`config.mk`:
```
export PLATFORM = sky130hd
export DESIGN_NAME = lfu_cache_store
export DESIGN_NICKNAME = d
export VERILOG_FILES = /design/src/hw/rtl/lfu_pkg.sv /design/src/hw/rtl/lfu_ctrl.sv /design/src/hw/rtl/lfu_datapath.sv /design/src/hw/rtl/lfu_cache_store.sv
export SDC_FILE = /design/constraint.sdc
export NUM_CORES = 2
export LEC_CHECK = 0
export BUFFER_PORTS_ARGS = -buffer_cell sky130_fd_sc_hd__buf_2
export CORE_MARGIN = 5
export CORE_UTILIZATION = 55
export CTS_BUF_LIST = sky130_fd_sc_hd__clkbuf_4
export CTS_CLUSTER_SIZE = 16
export DETAILED_ROUTE_END_ITERATION = 8
export GPL_TIMING_DRIVEN = 0
export PLACE_DENSITY_LB_ADDON = 0.2
export SLEW_MARGIN = 20
export SYNTH_ARGS = -nofsm -noshare
export SYNTH_HDL_FRONTEND = slang
export SYNTH_SLANG_ARGS = --single-unit
```
`constraint.sdc`:
```
create_clock -name clk -period 6.4 [get_ports clk]
set_clock_uncertainty 0.2 [all_clocks]
set_input_delay 0.64 -clock clk [delete_from_list [all_inputs] [get_ports clk]]
set_output_delay 0.64 -clock clk [all_outputs]
set_load 0.02 [all_outputs]
```
`src/hw/rtl/lfu_pkg.sv`:
```
// Package for the LFU cache store: sizes, payload structs and the
// command/status structs between controller and datapath. No dependencies.
package lfu_pkg;

    localparam int ENTRIES    = 16;
    localparam int KEY_BITS   = 32;
    localparam int VALUE_BITS = 32;
    localparam int COUNT_BITS = 16;
    localparam int CAP_W      = 5;
    localparam int IDX_W      = (ENTRIES > 1) ? $clog2(ENTRIES) : 1;
    localparam int OCC_W      = $clog2(ENTRIES + 1);
    localparam logic [CAP_W-1:0] CAP_RESET = CAP_W'(16);

    localparam logic CMD_GET = 1'b0;
    localparam logic CMD_PUT = 1'b1;

    typedef struct packed {
        logic                         command;
        logic signed [KEY_BITS-1:0]   key;
        logic signed [VALUE_BITS-1:0] value;
    } lfu_in_t;

    typedef struct packed {
        logic                         found;
        logic signed [VALUE_BITS-1:0] read_value;
    } lfu_out_t;

    typedef struct packed {
        logic capture;
        logic match;
        logic touch;
        logic write_val;
        logic scan_start;
        logic scan_step;
        logic evict;
        logic insert;
        logic load_out;
    } lfu_cmd_t;

    typedef struct packed {
        logic is_put;
        logic hit;
        logic need_evict;
        logic cap_zero;
        logic scan_last;
        logic out_free;
    } lfu_status_t;

endpackage

```
`src/hw/rtl/lfu_ctrl.sv`:
```
// Controller state machine of the LFU cache store.
// Depends on lfu_pkg for the command and status structs.
module lfu_ctrl (
    input  logic                clk,
    input  logic                rst_n,
    input  logic                in_valid,
    output logic                in_ready,
    input  lfu_pkg::lfu_status_t status,
    output lfu_pkg::lfu_cmd_t    cmd
);
    import lfu_pkg::*;

    typedef enum logic [6:0] {
        ST_IDLE   = 7'b0000001,
        ST_LOOK   = 7'b0000010,
        ST_DECIDE = 7'b0000100,
        ST_RESP   = 7'b0001000,
        ST_SCAN   = 7'b0010000,
        ST_EVICT  = 7'b0100000,
        ST_INSERT = 7'b1000000
    } state_t;

    state_t state_reg;
    state_t state_next;

    assign in_ready = (state_reg == ST_IDLE);

    always_comb
    begin
        state_next = state_reg;
        cmd        = '0;
        case (state_reg)
            ST_IDLE:
            begin
                if (in_valid)
                begin
                    cmd.capture = 1'b1;
                    state_next  = ST_LOOK;
                end
            end
            ST_LOOK:
            begin
                cmd.match  = 1'b1;
                state_next = ST_DECIDE;
            end
            ST_DECIDE:
            begin
                if (!status.is_put)
                    state_next = ST_RESP;
                else if (status.cap_zero)
                    state_next = ST_IDLE;
                else if (status.hit)
                begin
                    cmd.touch     = 1'b1;
                    cmd.write_val = 1'b1;
                    state_next    = ST_IDLE;
                end
                else if (status.need_evict)
                begin
                    cmd.scan_start = 1'b1;
                    state_next     = ST_SCAN;
                end
                else
                    state_next = ST_INSERT;
            end
            ST_RESP:
            begin
                if (status.out_free)
                begin
                    cmd.touch    = 1'b1;
                    cmd.load_out = 1'b1;
                    state_next   = ST_IDLE;
                end
            end
            ST_SCAN:
            begin
                cmd.scan_step = 1'b1;
                if (status.scan_last)
                    state_next = ST_EVICT;
            end
            ST_EVICT:
            begin
                cmd.evict  = 1'b1;
                state_next = ST_INSERT;
            end
            ST_INSERT:
            begin
                cmd.insert = 1'b1;
                state_next = ST_IDLE;
            end
            default:
                state_next = ST_IDLE;
        endcase
    end

    always_ff @(posedge clk or negedge rst_n)
    begin
        if (!rst_n)
            state_reg <= ST_IDLE;
        else
            state_reg <= state_next;
    end

endmodule

```
`src/hw/rtl/lfu_datapath.sv`:
```
// Datapath of the LFU cache store: entry registers, key match, victim scan,
// count and recency updates, output register. Depends on lfu_pkg.
module lfu_datapath (
    input  logic                 clk,
    input  logic                 rst_n,
    input  lfu_pkg::lfu_in_t     in_data,
    input  logic                 cfg_we,
    input  logic [lfu_pkg::CAP_W-1:0] cfg_wdata,
    input  lfu_pkg::lfu_cmd_t    cmd,
    output lfu_pkg::lfu_status_t status,
    output logic                 out_valid,
    input  logic                 out_ready,
    output lfu_pkg::lfu_out_t    out_data
);
    import lfu_pkg::*;

    localparam logic [IDX_W-1:0] LAST_IDX = IDX_W'(ENTRIES - 1);

    lfu_in_t                item_reg;
    logic [ENTRIES-1:0]     valid_reg;
    logic [KEY_BITS-1:0]    key_reg   [ENTRIES];
    logic [VALUE_BITS-1:0]  val_reg   [ENTRIES];
    logic [COUNT_BITS-1:0]  cnt_reg   [ENTRIES];
    logic [IDX_W-1:0]       rank_reg  [ENTRIES];
    logic [OCC_W-1:0]       occ_reg;
    logic [CAP_W-1:0]       cap_reg;
    logic                   hit_reg;
    logic [IDX_W-1:0]       hit_idx_reg;
    logic [IDX_W-1:0]       scan_idx_reg;
    logic [IDX_W-1:0]       best_idx_reg;
    logic                   best_found_reg;
    logic                   out_valid_reg;
    lfu_out_t               out_reg;

    logic                   match_any;
    logic [IDX_W-1:0]       match_idx;
    logic                   free_any;
    logic [IDX_W-1:0]       free_idx;
    logic [31:0]            cap_eff;
    logic                   scan_better;
    logic [IDX_W-1:0]       hit_rank;
    logic [IDX_W-1:0]       victim_rank;

    always_comb
    begin
        match_any = 1'b0;
        match_idx = '0;
        free_any  = 1'b0;
        free_idx  = '0;
        for (int i = ENTRIES - 1; i >= 0; i--)
        begin
            if (valid_reg[i] && key_reg[i] == KEY_BITS'(item_reg.key))
            begin
                match_any = 1'b1;
                match_idx = IDX_W'(i);
            end
            if (!valid_reg[i])
            begin
                free_any = 1'b1;
                free_idx = IDX_W'(i);
            end
        end
    end

    assign cap_eff = (32'(cap_reg) > 32'(ENTRIES)) ? 32'(ENTRIES) : 32'(cap_reg);
    assign hit_rank    = rank_reg[hit_idx_reg];
    assign victim_rank = rank_reg[best_idx_reg];
    assign scan_better = valid_reg[scan_idx_reg] &&
        (!best_found_reg ||
         {cnt_reg[scan_idx_reg], ~rank_reg[scan_idx_reg]} <
         {cnt_reg[best_idx_reg], ~rank_reg[best_idx_reg]});

    assign status.is_put     = (item_reg.command == CMD_PUT);
    assign status.hit        = hit_reg;
    assign status.need_evict = (32'(occ_reg) >= cap_eff);
    assign status.cap_zero   = (cap_reg == '0);
    assign status.scan_last  = (scan_idx_reg == LAST_IDX);
    assign status.out_free   = !out_valid_reg || out_ready;

    assign out_valid = out_valid_reg;
    assign out_data  = out_reg;

    always_ff @(posedge clk)
    begin
        if (cmd.capture)
            item_reg <= in_data;
        if (cmd.match)
            hit_idx_reg <= match_idx;
        if (cmd.scan_start)
        begin
            scan_idx_reg   <= '0;
            best_idx_reg   <= '0;
        end
        if (cmd.scan_step)
        begin
            scan_idx_reg <= scan_idx_reg + IDX_W'(1);
            if (scan_better)
                best_idx_reg <= scan_idx_reg;
        end
        if (cmd.load_out)
        begin
            out_reg.found      <= hit_reg;
            out_reg.read_value <= hit_reg ? val_reg[hit_idx_reg] : '0;
        end
        for (int i = 0; i < ENTRIES; i++)
        begin
            if (cmd.touch && hit_reg)
            begin
                if (IDX_W'(i) == hit_idx_reg)
                begin
                    rank_reg[i] <= '0;
                    if (cnt_reg[i] != '1)
                        cnt_reg[i] <= cnt_reg[i] + COUNT_BITS'(1);
                    if (cmd.write_val)
                        val_reg[i] <= VALUE_BITS'(item_reg.value);
                end
                else if (valid_reg[i] && rank_reg[i] < hit_rank)
                    rank_reg[i] <= rank_reg[i] + IDX_W'(1);
            end
            if (cmd.evict && valid_reg[i] && rank_reg[i] > victim_rank)
                rank_reg[i] <= rank_reg[i] - IDX_W'(1);
            if (cmd.insert && free_any)
            begin
                if (IDX_W'(i) == free_idx)
                begin
                    key_reg[i]  <= KEY_BITS'(item_reg.key);
                    val_reg[i]  <= VALUE_BITS'(item_reg.value);
                    cnt_reg[i]  <= COUNT_BITS'(1);
                    rank_reg[i] <= '0;
                end
                else if (valid_reg[i])
                    rank_reg[i] <= rank_reg[i] + IDX_W'(1);
            end
        end
    end

    always_ff @(posedge clk or negedge rst_n)
    begin
        if (!rst_n)
        begin
            valid_reg      <= '0;
            occ_reg        <= '0;
            cap_reg        <= CAP_RESET;
            hit_reg        <= 1'b0;
            best_found_reg <= 1'b0;
            out_valid_reg  <= 1'b0;
        end
        else
        begin
            if (cfg_we)
                cap_reg <= cfg_wdata;
            if (cmd.match)
                hit_reg <= match_any;
            if (cmd.scan_start)
                best_found_reg <= 1'b0;
            if (cmd.scan_step && scan_better)
                best_found_reg <= 1'b1;
            if (cmd.evict && best_found_reg)
            begin
                valid_reg[best_idx_reg] <= 1'b0;
                occ_reg                 <= occ_reg - OCC_W'(1);
            end
            if (cmd.insert && free_any)
            begin
                valid_reg[free_idx] <= 1'b1;
                occ_reg             <= occ_reg + OCC_W'(1);
            end
            if (cmd.load_out)
                out_valid_reg <= 1'b1;
            else if (out_ready)
                out_valid_reg <= 1'b0;
        end
    end

endmodule

```
`src/hw/rtl/lfu_cache_store.sv`:
```
// Top level of the LFU cache store: joins controller and datapath.
// Depends on lfu_pkg, lfu_ctrl and lfu_datapath.
//
//   channel  signals                        direction
//   in       in_valid/in_ready/in_data      item in (get or put)
//   out      out_valid/out_ready/out_data   get result out
//   cfg      cfg_we/cfg_wdata               capacity write
//
// A get passes the look, decide and response steps on its way to the result
// register. A put to a present key, or with capacity zero, ends after decide. A put
// of a new key into a full store then walks one entry a cycle for a victim, evicts, inserts.
// Reset clears valid flags, occupancy and sets capacity to 16.
// A get holds in its response step while the output register is full and out_ready is low.
module lfu_cache_store (
    input  logic                      clk,
    input  logic                      rst_n,
    input  logic                      in_valid,
    output logic                      in_ready,
    input  lfu_pkg::lfu_in_t          in_data,
    output logic                      out_valid,
    input  logic                      out_ready,
    output lfu_pkg::lfu_out_t         out_data,
    input  logic                      cfg_we,
    input  logic [lfu_pkg::CAP_W-1:0] cfg_wdata
);
    import lfu_pkg::*;

    lfu_cmd_t    cmd;
    lfu_status_t status;

    lfu_ctrl u_ctrl (
        .clk      (clk),
        .rst_n    (rst_n),
        .in_valid (in_valid),
        .in_ready (in_ready),
        .status   (status),
        .cmd      (cmd)
    );

    lfu_datapath u_datapath (
        .clk       (clk),
        .rst_n     (rst_n),
        .in_data   (in_data),
        .cfg_we    (cfg_we),
        .cfg_wdata (cfg_wdata),
        .cmd       (cmd),
        .status    (status),
        .out_valid (out_valid),
        .out_ready (out_ready),
        .out_data  (out_data)
    );

endmodule
```
== Word level (Yosys, flattened, before mapping) ==
Memory sizes are Yosys's and may differ from the RTL's. A register that Yosys moved wholly into a read port is not among the register bits.
Index checks and enable logic that the tools add are counted.

* Bits in writable memories: 1344
* Word-level logic and storage cells: 1126
* Memories: 4
* Input port bits: 75
* Output and inout bits: 35
* Register bits: 114

* $lt $le $gt $ge: 40
* Mux-type cells: 708
* Reductions and logical operators: 132
* Add/subtract/negate cells: 51
* Equal/unequal tests: 73
* Bitwise logic cells: 101

{| class="wikitable"
|+ Memories
! memory !! words !! bits a word !! read ports !! clocked after Yosys merged registers in !! wr ports !! RTL line !! source
|-
| u_datapath.key_reg || 16 || 32 || 16 || 0 || 1 || lfu_datapath.sv:21 || <nowiki>logic [KEY_BITS-1:0] key_reg [ENTRIES];</nowiki>
|-
| u_datapath.val_reg || 16 || 32 || 1 || 1 || 1 || lfu_datapath.sv:22 || <nowiki>logic [VALUE_BITS-1:0] val_reg [ENTRIES];</nowiki>
|-
| u_datapath.cnt_reg || 16 || 16 || 18 || 2 || 1 || lfu_datapath.sv:23 || <nowiki>logic [COUNT_BITS-1:0] cnt_reg [ENTRIES];</nowiki>
|-
| u_datapath.rank_reg || 16 || 4 || 19 || 2 || 16 || lfu_datapath.sv:24 || <nowiki>logic [IDX_W-1:0] rank_reg [ENTRIES];</nowiki>
|}

{| class="wikitable"
|+ Operator list
! cell !! number
|-
| $mux W32 || 46
|-
| $reduce_or A32 Y1 || 30
|-
| $mux W4 || 140
|-
| $mux W16 || 33
|-
| $eq A32 B32 Y1 || 16
|-
| $mux W1 || 464
|-
| $add A16 B1 Y16 const B || 16
|-
| $ne A16 B16 Y1 const B || 16
|-
| $reduce_or A16 Y1 || 15
|-
| $or A1 B1 Y1 || 96
|-
| $logic_and A1 B1 Y1 || 71
|-
| $add A4 B1 Y4 const B || 17
|-
| $eq A4 B4 Y1 const A || 16
|-
| $gt A4 B4 Y1 || 16
|-
| $lt A4 B4 Y1 || 16
|-
| $sub A4 B1 Y4 const B || 16
|-
| $mux W7 || 7
|-
| $pmux W7 S6 || 1
|-
| $eq A3 B4 Y1 const A || 8
|-
| $ge A5 B32 Y1 || 1
|-
| $lt A20 B20 Y1 || 1
|-
| $mux W3 || 6
|-
| $and A16 B16 Y16 || 1
|-
| $eq A2 B4 Y1 const A || 4
|-
| 32 further kinds || 52
|}

== Longest topological paths before layout ==
* Depth after elaboration: 37
* Mapped depth: 17
* Mapped depth without buffers: 13

== Modules after synthesis ==
Synthesis repeated with hierarchy kept, for this count alone.

* Cell total of the unflattened synthesis: 4748
* Area total of the unflattened synthesis: 72121.7 µm²

{| class="wikitable"
|+ By module, submodules not included
! module !! times used !! area an instance (µm²) !! seq. area each (µm²) !! cells an instance
|-
| lfu_datapath || 1 || 71601.2 || 44268.7 || 4690
|-
| lfu_ctrl || 1 || 520.5 || 176.4 || 58
|}

== Worst setup path after synthesis ==
No wires, ideal clock.

* Kind: register to register
* Start: register u_datapath.hit_idx_reg[0]
* End: memory u_datapath.val_reg[3][0], enable pin
* Data arrival time: 5053 ps
* Buffers on the path: 3
* Data required time: 5689 ps
* Slack: 636 ps
* Setup time: 511 ps
* Clock period less this slack: 5764 ps
* Cell stages (with the launch flop): 6
* Cell sequence: edfxtp_1 > clkbuf_1 > buf_1 > buf_1 > nand2_1 > o41ai_1

* Word-level cells in the longest chain between the ends: 21
* Elaborated cells on any way between the ends: 125
* Classes of those cells: 15 x eq/ne; 78 x mux; 16 x bitwise; 16 x reduce/logical

{| class="wikitable"
|+ RTL lines
! element !! RTL line !! source
|-
| start: declaration || lfu_datapath.sv:28 || <nowiki>logic [IDX_W-1:0] hit_idx_reg;</nowiki>
|-
| start signal: assignment || lfu_datapath.sv:88 || <nowiki>hit_idx_reg <= match_idx;</nowiki>
|-
| $eq A1 B4 Y1 || lfu_datapath.sv:109 || <nowiki>if (IDX_W'(i) == hit_idx_reg)</nowiki>
|-
| $mux W1 || lfu_datapath.sv:109 ||
|-
| $mux W1 || lfu_datapath.sv:107 || <nowiki>if (cmd.touch && hit_reg)</nowiki>
|-
| $mux W1 (implied by the code) || lfu_datapath.sv:115 || <nowiki>val_reg[i] <= VALUE_BITS'(item_reg.value);</nowiki>
|-
| $or A1 B1 Y1 (no source line) || -- ||
|-
| $reduce_or A32 Y1 (no source line) || -- ||
|-
| $mux W4 (no source line) / $mux W1 (equally long branches) (15 in a row) || -- ||
|-
| end: declaration || lfu_datapath.sv:22 ||
|}

Several ways; a longest one is shown, not always the timed one.

==> summary.md <==
| Metric | Value |
|---|---|
| Leak | `27.70 nW` |
| Final ANT Viol Nets | `0` |
| Max-cap violation count | `0` |
| Global-route wire length before repair | `301.7 mm` |
| First DRT Iteration DRCs | `between 6,000 and 7,000` |
| Setup bufs post-CTS | `0` |
| Hold path cells | `3` |
| Unrepaired setup endpoints after global routing | `no` |
| Status | `complete, no violations` |
| Vias in the first global route | `approximately 45,000` |
| Number of enable flip-flop cells after synthesis | `1,434` |
| Grt total ovfl | `0` |
| Port-buffer cells | `109` |
| CTS Buffer Depth | `4` |
| Crit path launch | `u_datapath.best_idx_reg[1]` |
| Die height | `370.8 um` |
| Max stage delay on crit path | `0.73 ns` |
| Site Rows | `between 100 and 150` |
| Drt first pass iters | `6` |
| Post-route setup TNS | `0 ns` |
| Initial core utilization | `a little under three fifths` |
| Seq/Total Area, Yosys | `62.07%` |
| Yosys warning count | `0` |
| Worst-margin pin slew | `1.256 ns` |
| Async SR Flop Fraction | `2.410%` |
| Synth Cell Area | `0.07160 mm2` |
| Largest net degree at the start of global routing | `42` |
| VDD IR max | `236.3 uV` |
| TritonCTS Buffers | `396` |
| # nets final | `5,664` |
| Crit path arrival time | `6.64 ns` |
| Setup WS pre-CTS | `-0.1924 ns` |
| R2R Setup Slk | `around 0.45 ns` |
| Slew Limit Fails | `0` |
| Top FF cell, synth | `edfxtp_1` |
| F_max | `168.1 MHz` |
| Hold endpoint | `u_ctrl.state_reg[1]` |
| Fin crit period | `between 5 and 6 ns` |
| Final hold slack | `0.1434 ns` |
| Initial antenna violation count | `11` |
| Htree depth | `5` |
| Worst slew margin | `between 10% and 20%` |
| Critical path class | `reg2reg` |
| Area Growth Syn to Fin | `14.93%` |
| Most common cell after layout, fill and taps aside | `edfxtp_1` |
| Hold Vio Cnt, Final | `0` |
| Core area | `0.1295 mm2` |
| Crit-path cells | `clkbuf_2 > clkbuf_1 > mux4_2 > mux4_2 > inv_1 > ha_1 > o21a_1 > o21a_1 > o2111ai_1 > o21ai_0 > a31oi_1 > o211ai_1` |
| Slowest cell on crit path | `inv_1` |
| Clock Root Buffer | `clkbuf_4` |
| Final HPWL DP | `140.5 mm` |
| Clk_lat worst skew | `~1.3 ns` |
| CTS tree | `built` |
| Placer congestion estimate | `0.9375` |
| GRT Util Overall | `30.37%` |
| Final WS setup | `0.4501 ns` |
| Critical Path RT | `7.09 ns` |
| Top-level I/O count | `110` |
| Final critical-path share of the clock period | `92.97%` |
| Pwr/cell area | `271.1 mW/mm2` |
| Layout Cells excl Fill | `between 7,000 and 8,000` |
| # setup viols final | `0` |
| Worst-path fanout max | `16` |
| Mapped Cells | `4,668` |
| Commonest cells after routing, fill and taps aside | `edfxtp_1, clkbuf_4, xnor2_1` |
| Vias | `between 40,000 and 50,000` |
| Syn_nets | `4,932` |
| Residual DRC count | `0` |
| Startpoint types | `register` |
| Hold Path Origin | `in_valid` |
| FF+latch count, synth | `1,494` |
| Crit path capture type | `register` |
| Layout cells sized above 1 | `between 20 and 25%` |
| Clock sink count | `1,494` |
| Vias per std cell | `6.205` |
| Dpl cells | `6,588` |
| R2r worst-path depth | `12` |
| Reg2reg start | `u_datapath.best_idx_reg[1]` |
| Die W | `370.8 um` |
| Clock Pin Slew Worst Setup and Hold Paths | `0.08 ns` |
| Worst reg2reg path endpoint | `u_datapath.rank_reg[14][3]` |
| Synth Area per Inst | `15.34 um2` |
| Die area | `0.1375 mm2` |
| Cell family with most CP delay | `buffers and inverters` |
| Final core utilization | `63.55%` |
| Crit path buf inv count | `3` |
| Final WL | `between 200 and 250 mm` |
| DR WL/cell | `about 28 um` |
| Library cells used by synthesis | `66` |
| Hold crit path type | `in2reg` |
cells in the mapped netlist, drive strengths merged, types with 6 or more instances:
library cell     n  area, um2
edfxtp        1434      43060
xnor2          520       4554
mux4           384       8648
nor2           361       1355
xor2           252       2207
nand2          199      747.0
ha             188       2352
nand4          175       1095
clkbuf         147      551.8
nand3          143      720.7
inv            115      431.7
o21ai           72      360.4
and3            71      444.2
and2            62      387.9
buf             57      239.0
o21a            47      352.8
nor4            45      281.5
nor2b           43      269.0
a21oi           40      200.2
dfrtp           34      850.8
nor3            27      135.1
or4             25      187.7
dfxtp           24      480.5
o211ai          20      150.1
mux2i           19      190.2
o2111ai         19      166.4
nand2b          16      100.1
a21o            12      90.09
or3             12      75.07
and4            11      96.34
a211oi          10      75.07
mux2            10      112.6
a31oi            9      56.30
a2111oi          6      52.55
kinds of logic after synthesis:
group | Yosys count | share of synthesized area, %
flops | 1494 | 62.07
buf+inv | 320 | 1.712
compound gates | 269 | 2.499
xor+xnor | 772 | 9.443
fa+ha+maj | 189 | 3.313
mux | 413 | 12.50
simple gates | 1211 | 8.459
metal layers:
layer	up-vias	wire length [um]	part of all wire, %	global-route usage [%]
met1	23280	80220	39	41.88
li1	19660	-	-	-
met5	-	56	0.027	0
met3	471	21990	11	6.430
met2	2645	98640	47	48.54
met4	8	7138	3.4	10.66
worst reg2reg max path, cell delays in order, from the launching register on:
cell	delay, ns
dfxtp_1	0.45
clkbuf_2	0.51
clkbuf_1	0.60
mux4_2	0.43
mux4_2	0.50
inv_1	0.73
ha_1	0.40
o21a_1	0.11
o21a_1	0.17
o2111ai_1	0.45
o21ai_0	0.17
a31oi_1	0.46
o211ai_1	0.34
power breakdown:
group / leakage [nW] / internal, mW / switching, mW
Combinational: 11.3 / 1.04 / 1.59
Sequential: 13.6 / 11.2 / 0.557
Clock: 2.79 / 4.03 / 3.89
stage by stage:
step / total power, mW / cell area (um2)
final: 22.31 / 82290
after global routing: 23.16 / 82290
after CTS: 22.37 / 82190
after detailed placement: 14.45 / 75980
after global placement: 14.36 / 74330
after floorplan: 13.23 / 71600
layout make-up:
class                   count  area (um2)
diodes                     12       30.03
plain buffers             204       864.6
clock buffers             559        4197
clock inverters           108       456.7
fillers                  9593       47190
inverters                 116       439.2
multi-input cells        2854       26220
flip-flops and latches   1494       44450
well taps                1742        2180
repair buffers            334        3457
how the worst max path moves through the flow:
stage	end	slack [ns]	cells past startpoint
floorplan	u_datapath.val_reg[3][0]	0.64	5
detailed placement	u_datapath.rank_reg[9][2]	-0.19	13
CTS	u_datapath.rank_reg[14][2]	0.21	12
global route	u_datapath.rank_reg[8][0]	0.17	11
finish	u_datapath.rank_reg[14][3]	0.45	12
global placement	u_datapath.val_reg[3][23]	-5.18	5
what timing repair did:
item | in CTS | in global routing
endpoints found under the setup margin | 24 | 26
hold buffers | 152 | 0
gates resized for setup | 4 | 4
endpoints found under the hold margin | 167 | 0
(Power assumes the default switching activity.)
